[config.mk]
export PLATFORM = sky130hd
export DESIGN_NAME = button_debounce_long_press
export DESIGN_NICKNAME = d
export VERILOG_FILES = /design/src/sv/bdlp_pkg.sv /design/src/sv/button_debounce_long_press.sv /design/src/sv/bdlp_lane.sv /design/src/sv/bdlp_merge.sv
export VERILOG_INCLUDE_DIRS = /design/src /design/src/sv
export SDC_FILE = /design/constraint.sdc
export NUM_CORES = 1
export LEC_CHECK = 0
export ABC_AREA = 1
export BUFFER_PORTS_ARGS = -buffer_cell sky130_fd_sc_hd__buf_4
export CAP_MARGIN = 20
export CORE_UTILIZATION = 50
export CTS_BUF_LIST = sky130_fd_sc_hd__clkbuf_8 sky130_fd_sc_hd__clkbuf_16
export DETAILED_ROUTE_END_ITERATION = 7
export PLACE_DENSITY = 0.7
export SLEW_MARGIN = 0
export SYNTH_ARGS = -nofsm -noshare
export SYNTH_HDL_FRONTEND = slang
export SYNTH_SLANG_ARGS = --single-unit
[constraint.sdc]
create_clock -name clk -period 5.1 [get_ports clk]
set_clock_uncertainty 0.05 [all_clocks]
set_input_delay 1.02 -clock clk [delete_from_list [all_inputs] [get_ports clk]]
set_output_delay 1.02 -clock clk [all_outputs]
set_load 0.02 [all_outputs]
[src/sv/button_debounce_long_press_defines.svh]
// ----------------------------------------------------------------------------
// Button debounce assertion macros
// Concurrent property wrappers on clk with asynchronous reset disable.
// ----------------------------------------------------------------------------
`ifndef BUTTON_DEBOUNCE_LONG_PRESS_DEFINES_SVH
`define BUTTON_DEBOUNCE_LONG_PRESS_DEFINES_SVH

// same-cycle implication
`define BDLP_IMPLIES(lbl, ante, cons, msg) \
	lbl: assert property (@(posedge clk) disable iff (!arst_n) (ante) |-> (cons)) else $error(msg);

// next-cycle implication
`define BDLP_NEXT(lbl, ante, cons, msg) \
	lbl: assert property (@(posedge clk) disable iff (!arst_n) (ante) |=> (cons)) else $error(msg);

`endif

[src/sv/bdlp_pkg.sv]
// ----------------------------------------------------------------------------
// Button debounce package
// Sizes, register indexes, reset values and lane structs.
// ----------------------------------------------------------------------------
package bdlp_pkg;

	localparam int NUM_BUTTONS = 3;
	localparam int TIME_BITS   = 32;
	localparam int FIELD_W     = 3;
	localparam int TICK_W      = 16;
	localparam int CFG_IDX_W   = 2;

	typedef logic [TIME_BITS-1:0] time_t;
	typedef logic [TICK_W-1:0]    ticks_t;

	localparam logic [CFG_IDX_W-1:0] CFG_DEBOUNCE   = 2'd0;
	localparam logic [CFG_IDX_W-1:0] CFG_LONG_PRESS = 2'd1;
	localparam logic [CFG_IDX_W-1:0] CFG_REPEAT     = 2'd2;
	localparam logic [CFG_IDX_W-1:0] CFG_ACTIVE_LOW = 2'd3;

	localparam ticks_t             RST_DEBOUNCE   = 16'd50;
	localparam ticks_t             RST_LONG_PRESS = 16'd1000;
	localparam ticks_t             RST_REPEAT     = 16'd200;
	localparam logic [FIELD_W-1:0] RST_ACTIVE_LOW = 3'd1;

	typedef struct packed {
		ticks_t debounce_ticks;
		ticks_t long_press_ticks;
		ticks_t repeat_ticks;
	} cfg_t;

	typedef struct packed {
		logic held;
		logic press;
		logic long_flag;
		logic pulse;
	} lane_res_t;

endpackage

[src/sv/button_debounce_long_press.sv]
// ----------------------------------------------------------------------------
// Button debounce with long press and repeat
// Takes at most one millisecond tick beat per clock cycle and returns one
// result beat per tick. One lane per button resolves the tick
// combinationally. The merge stage registers the masks, so a result
// appears the cycle after its tick is taken. A new tick is taken when the
// result register is empty, or in the same cycle that its waiting result is
// taken; with result_ready held high, ticks stream back to back. Configuration
// writes apply from the next tick on.
// ----------------------------------------------------------------------------
`include "button_debounce_long_press_defines.svh"

module button_debounce_long_press import bdlp_pkg::*; (
	input  logic                 clk,
	input  logic                 arst_n,
	input  logic                 cfg_we,
	input  logic [CFG_IDX_W-1:0] cfg_index,
	input  ticks_t               cfg_data,
	input  logic                 item_valid,
	output logic                 item_ready,
	input  logic [FIELD_W-1:0]   raw_levels,
	input  logic [FIELD_W-1:0]   clear_press_mask,
	input  logic [FIELD_W-1:0]   clear_long_mask,
	output logic                 result_valid,
	input  logic                 result_ready,
	output logic [FIELD_W-1:0]   held_mask,
	output logic [FIELD_W-1:0]   press_flags,
	output logic [FIELD_W-1:0]   long_flags,
	output logic [FIELD_W-1:0]   repeat_pulse
);

	cfg_t               cfg_q;
	logic [FIELD_W-1:0] active_low_q;
	time_t              tick_q;
	logic               step;
	logic [FIELD_W-1:0] readings;
	lane_res_t          res [NUM_BUTTONS];

	assign step     = item_valid && item_ready;
	assign readings = raw_levels ^ active_low_q;

	always_ff @(posedge clk or negedge arst_n) begin
		if (!arst_n) begin
			cfg_q.debounce_ticks   <= RST_DEBOUNCE;
			cfg_q.long_press_ticks <= RST_LONG_PRESS;
			cfg_q.repeat_ticks     <= RST_REPEAT;
			active_low_q           <= RST_ACTIVE_LOW;
		end else if (cfg_we) begin
			case (cfg_index)
				CFG_DEBOUNCE:   cfg_q.debounce_ticks   <= cfg_data;
				CFG_LONG_PRESS: cfg_q.long_press_ticks <= cfg_data;
				CFG_REPEAT:     cfg_q.repeat_ticks     <= cfg_data;
				CFG_ACTIVE_LOW: active_low_q           <= cfg_data[FIELD_W-1:0];
				default:        ;
			endcase
		end
	end

	// advance the millisecond time base once per tick beat
	always_ff @(posedge clk or negedge arst_n) begin
		if (!arst_n) begin
			tick_q <= '0;
		end else if (step) begin
			tick_q <= tick_q + time_t'(1);
		end
	end

	for (genvar i = 0; i < NUM_BUTTONS; i++) begin : g_lane
		logic rd;
		logic cp;
		logic cl;
		if (i < FIELD_W) begin : g_pin
			assign rd = readings[i];
			assign cp = clear_press_mask[i];
			assign cl = clear_long_mask[i];
		end else begin : g_nopin
			assign rd = 1'b0;
			assign cp = 1'b0;
			assign cl = 1'b0;
		end
		bdlp_lane u_lane (
			.clk       (clk),
			.arst_n    (arst_n),
			.step      (step),
			.reading   (rd),
			.clr_press (cp),
			.clr_long  (cl),
			.now       (tick_q),
			.cfg       (cfg_q),
			.res       (res[i])
		);
	end

	bdlp_merge u_merge (
		.clk          (clk),
		.arst_n       (arst_n),
		.step         (step),
		.res          (res),
		.item_ready   (item_ready),
		.result_valid (result_valid),
		.result_ready (result_ready),
		.held_mask    (held_mask),
		.press_flags  (press_flags),
		.long_flags   (long_flags),
		.repeat_pulse (repeat_pulse)
	);

	`BDLP_IMPLIES(a_pulse_held, result_valid, (repeat_pulse & ~held_mask) == '0, "pulse not held")
	`BDLP_NEXT(a_tick_advance, step, tick_q == $past(tick_q) + time_t'(1), "tick not advanced")
	`BDLP_NEXT(a_result_follows, step, result_valid, "no result after tick beat")

endmodule

[src/sv/bdlp_lane.sv]
// ----------------------------------------------------------------------------
// Button debounce lane
// Per-button debounce, press and long-press flags and hold-repeat timing.
// ----------------------------------------------------------------------------
module bdlp_lane import bdlp_pkg::*; (
	input  logic      clk,
	input  logic      arst_n,
	input  logic      step,
	input  logic      reading,
	input  logic      clr_press,
	input  logic      clr_long,
	input  time_t     now,
	input  cfg_t      cfg,
	output lane_res_t res
);

	logic  prev_q;
	logic  deb_q;
	logic  press_q;
	logic  long_q;
	logic  fired_q;
	time_t last_change_q;
	time_t press_start_q;
	time_t last_repeat_q;

	time_t since_change;
	time_t since_press;
	time_t since_repeat;
	logic  stable;
	logic  press_evt;
	logic  release_evt;
	logic  deb_nx;
	logic  long_hit;
	logic  fired_nx;
	logic  pulse;

	always_comb begin
		since_change = now - last_change_q;
		since_press  = now - press_start_q;
		since_repeat = now - last_repeat_q;
		stable       = (reading == prev_q) && (since_change > time_t'(cfg.debounce_ticks));
		press_evt    = stable && reading && !deb_q;
		release_evt  = stable && !reading && deb_q;
		deb_nx       = press_evt | (deb_q & ~release_evt);
		long_hit     = deb_nx && !fired_q && !press_evt
			&& (since_press > time_t'(cfg.long_press_ticks));
		fired_nx     = (fired_q && !release_evt) || long_hit;
		pulse        = deb_nx && fired_nx && (since_repeat > time_t'(cfg.repeat_ticks));
		res.held      = deb_nx;
		res.press     = press_q | press_evt;
		res.long_flag = long_q | long_hit;
		res.pulse     = pulse;
	end

	always_ff @(posedge clk or negedge arst_n) begin
		if (!arst_n) begin
			prev_q        <= 1'b0;
			deb_q         <= 1'b0;
			press_q       <= 1'b0;
			long_q        <= 1'b0;
			fired_q       <= 1'b0;
			last_change_q <= '0;
			press_start_q <= '0;
			last_repeat_q <= '0;
		end else if (step) begin
			prev_q  <= reading;
			deb_q   <= deb_nx;
			press_q <= res.press & ~clr_press;
			long_q  <= res.long_flag & ~clr_long;
			fired_q <= fired_nx;
			if (reading != prev_q) begin
				last_change_q <= now;
			end
			if (press_evt) begin
				press_start_q <= now;
			end
			if (pulse) begin
				last_repeat_q <= now;
			end
		end
	end

endmodule

[src/sv/bdlp_merge.sv]
// ----------------------------------------------------------------------------
// Button debounce merge stage
// Pack lane results into the result masks and hold them in the output register.
// ----------------------------------------------------------------------------
module bdlp_merge import bdlp_pkg::*; (
	input  logic               clk,
	input  logic               arst_n,
	input  logic               step,
	input  lane_res_t          res [NUM_BUTTONS],
	output logic               item_ready,
	output logic               result_valid,
	input  logic               result_ready,
	output logic [FIELD_W-1:0] held_mask,
	output logic [FIELD_W-1:0] press_flags,
	output logic [FIELD_W-1:0] long_flags,
	output logic [FIELD_W-1:0] repeat_pulse
);

	logic [FIELD_W-1:0] held_nx;
	logic [FIELD_W-1:0] press_nx;
	logic [FIELD_W-1:0] long_nx;
	logic [FIELD_W-1:0] pulse_nx;
	logic               valid_q;
	logic [FIELD_W-1:0] held_q;
	logic [FIELD_W-1:0] press_q;
	logic [FIELD_W-1:0] long_q;
	logic [FIELD_W-1:0] pulse_q;

	for (genvar b = 0; b < FIELD_W; b++) begin : g_pack
		if (b < NUM_BUTTONS) begin : g_lane
			assign held_nx[b]  = res[b].held;
			assign press_nx[b] = res[b].press;
			assign long_nx[b]  = res[b].long_flag;
			assign pulse_nx[b] = res[b].pulse;
		end else begin : g_none
			assign held_nx[b]  = 1'b0;
			assign press_nx[b] = 1'b0;
			assign long_nx[b]  = 1'b0;
			assign pulse_nx[b] = 1'b0;
		end
	end

	assign item_ready   = !valid_q || result_ready;
	assign result_valid = valid_q;
	assign held_mask    = held_q;
	assign press_flags  = press_q;
	assign long_flags   = long_q;
	assign repeat_pulse = pulse_q;

	always_ff @(posedge clk or negedge arst_n) begin
		if (!arst_n) begin
			valid_q <= 1'b0;
		end else if (step) begin
			valid_q <= 1'b1;
		end else if (result_ready) begin
			valid_q <= 1'b0;
		end
	end

	always_ff @(posedge clk) begin
		if (step) begin
			held_q  <= held_nx;
			press_q <= press_nx;
			long_q  <= long_nx;
			pulse_q <= pulse_nx;
		end
	end

endmodule

==> run metrics <==
run status completed; layout cell share with drive strength beyond 1 slightly above 5%; DRC 0; total CTS buffers 49; vias per cell between 5 and 6; chip width 286 µm; Fmax achieved between 200 and 250 MHz; Synth Register Bits 399; pin count of the biggest net entering global routing 103; mux share of post-synthesis cell area 0%; Worst Hold Class input pin to asynchronous set/reset pin; Max Root-Sink Buffers 3; post-synthesis adder-cell area fraction 13.6%; async set or reset register ratio after synthesis 97.0%; DR pass1 iterations 6; root buffer cell clkbuf_16; # diodes 0; Startpoint Class flop; final worst slack 254 ps; most common library cell in the layout ignoring fill and taps nand2_1; CTS tree built; I/O Buffers 45; pre-CTS WS 220 ps; Pwr Density ~660 nW/µm²; Clock Pin Slew Worst Setup and Hold Paths approximately 60 ps; CP endpoint kind flop; Crit Path Max Fanout 16; routed vias 40900; Synth Area in Compound Gates between 10 and 15%; mapped cell area 40200 µm²; Avg Cell Area, Syn 6.29 µm²; gpl congestion 1.02; Post-DRT Antenna Nets 0; largest family of logic cells by synthesized area simple AND/OR/NAND/NOR gates; share of the synthesized area in the top cell type between 20% and 30%; EDFF count, synth 12; wire per inst roughly 19 µm; Hold-fix buffers, CTS 0; die area 81600 µm²; xor and xnor area share after synthesis under 10%; Yosys cell types 57; Nets 6936; commonest non-fill, non-tap cells in the layout nand2_1 (2163), inv_1 (1220), nor2_1 (481), ha_1 (424), dfrtp_1 (374); Post-Synthesis Cells 6399; leading post-synthesis cells by cell area dfrtp_1 (23%), nand2_1 (20%), ha_1 (13%); syn nets 6864; endpoints failing hold 0; post-layout min period between 4000 and 5000 ps; FP Rows 103; Min Hold Slack 376 ps; Routed WL 146000 µm; Synth area leader dfrtp_1; initial antenna violation count 3; Setup-failing EPs final 0; Final period util 95.0%; Main synth FF type dfrtp_1; post-DP HPWL about 120000 µm; Total Neg Setup Slack 0 ps; worst-margin pin slew 1030 ps; total gr overflow 0; first-pass GRT wire length between 200000 and 250000 µm; Crit path required time 5600 ps; static leakage approximately 25 nW; max_cap viols 0; Post-Synth Simple-Gate Area 33.9%; Core ar. 79300 µm²; vias in the first global route ~38000; gr usage total 35.7%; Area growth syn-to-layout 8.84%; DIE HEIGHT 286 µm; Initial Utilization between 50 and 60%; Clock Latency Late Sink 620 ps; Sink Count 399; register area share after synthesis 25.0%; max-slew violations 0; yosys warns 0; H-tree levels 2; Worst EP arrival approximately 5400 ps; crit path kind flop to flop; initial DRC count 3853; Peak VDD IR 383 µV; Rel. slew slack 31.4%; I/O pins 46
[routing by layer]
metal / GRT usage [%] / wire (µm) / up-vias
met2: 57.5 / 64700 / 1532
met3: 5.58 / 11700 / 327
met4: 15.1 / 7090 / 4
li1: - / - / 20200
met5: 0 / 31 / -
met1: 47.4 / 62600 / 18900
[timing repair]
action / CTS / global route
resized for setup: 0 / 5
setup buffers: 0 / 1
endpoints found under the setup margin: 0 / 34
endpoints found under the hold margin: 0 / 0
[through the flow]
step           power (mW)  instances  area [µm²]  utilization (%)
3_5_place_dp         25.0       7465       42000             53.0
6_report             29.1       7560       43800             55.3
2_1_floorplan        19.8       6399       40200                -
3_3_place_gp         24.7       7464       42000             53.0
5_1_grt              32.2       7560       43800             55.3
4_1_cts              28.8       7555       43700             55.2
[Yosys cell counts (14+ instances only)]
master,n
xor2_1,178
o21bai_1,33
o21ai_0,345
xnor2_1,16
ha_1,424
nand4_1,173
nand3_1,265
a31oi_1,14
buf_6,24
a21oi_1,294
nor2_1,483
o21ai_1,30
nand2_1,2163
nand2_2,29
buf_2,31
clkbuf_1,54
dfrtp_1,374
nand3b_1,29
nor3_1,43
inv_1,1212
[report_power, final]
group          switching (mW)  leakage (nW)  total, mW  internal, mW
Sequential              0.575          4.97       4.66          4.08
Combinational            13.5          19.1       20.8          7.26
Clock                    1.55         0.846       3.69          2.14
Total                    15.6          24.9       29.1          13.5
[cell type report]
cell class	count	area, µm²
timing repair buffer	128	1140
clock buffer	53	1290
clock inverter	37	377
sequential	399	10100
multi-input combinational	4668	25000
inverter	1225	4600
tap	1050	1310
fill	8110	35500
[worst paths after layout]
kind	start	endpoint	slack, ps	cells past startpoint
max	tick_q[8]	g_lane[2].u_lane.last_repeat_q[13]	250	27
max in group asynchronous	arst_n	g_lane[0].u_lane.last_change_q[28]	3550	2
min reg2reg	g_lane[0].u_lane.last_repeat_q[27]	g_lane[0].u_lane.last_repeat_q[27]	430	2
max reg2reg	tick_q[8]	g_lane[2].u_lane.last_repeat_q[13]	250	27
min in group clk	g_lane[0].u_lane.last_repeat_q[27]	g_lane[0].u_lane.last_repeat_q[27]	430	2
min	arst_n	g_lane[1].u_lane.last_repeat_q[26]	380	1
[flip-flops by register name (all words and copies together), names as in the netlist, 32 cells and up]
name                         cells
tick_q                          32
g_lane.u_lane.last_change_q     96
g_lane.u_lane.last_repeat_q     96
g_lane.u_lane.press_start_q     96
cfg_q                           48
[critical path: stages, from the launching register on]
cell       delay [ps]
dfrtp_1           530
ha_1              530
nand2_1           170
nor2_1            270
nand2_1           130
inv_1              70
nand2_1            50
nand2_1           150
xor2_1            280
ha_1              300
nand2_1            90
nor2_1             60
nand2_1            90
inv_1              40
a21oi_1           120
nand3_1            80
nand2_1           100
nand3_1            90
nor2_1            100
nand2_1            60
nor2_1            100
nand4_1           460
nand4_4           270
nand2_1           120
nand4_2           160
clkbuf_16         210
nand2_1            50
nand2_1            60
[kinds of logic after synthesis]
family                   after synthesis
AND/OR/NAND/NOR                     3267
AO/OA/AOI/OAI                        772
buffers and inverters               1334
flip-flops                           399
adder cells (fa/ha/maj)              433
XOR/XNOR                             194
Note: power is estimated with default switching activity, not from simulation.
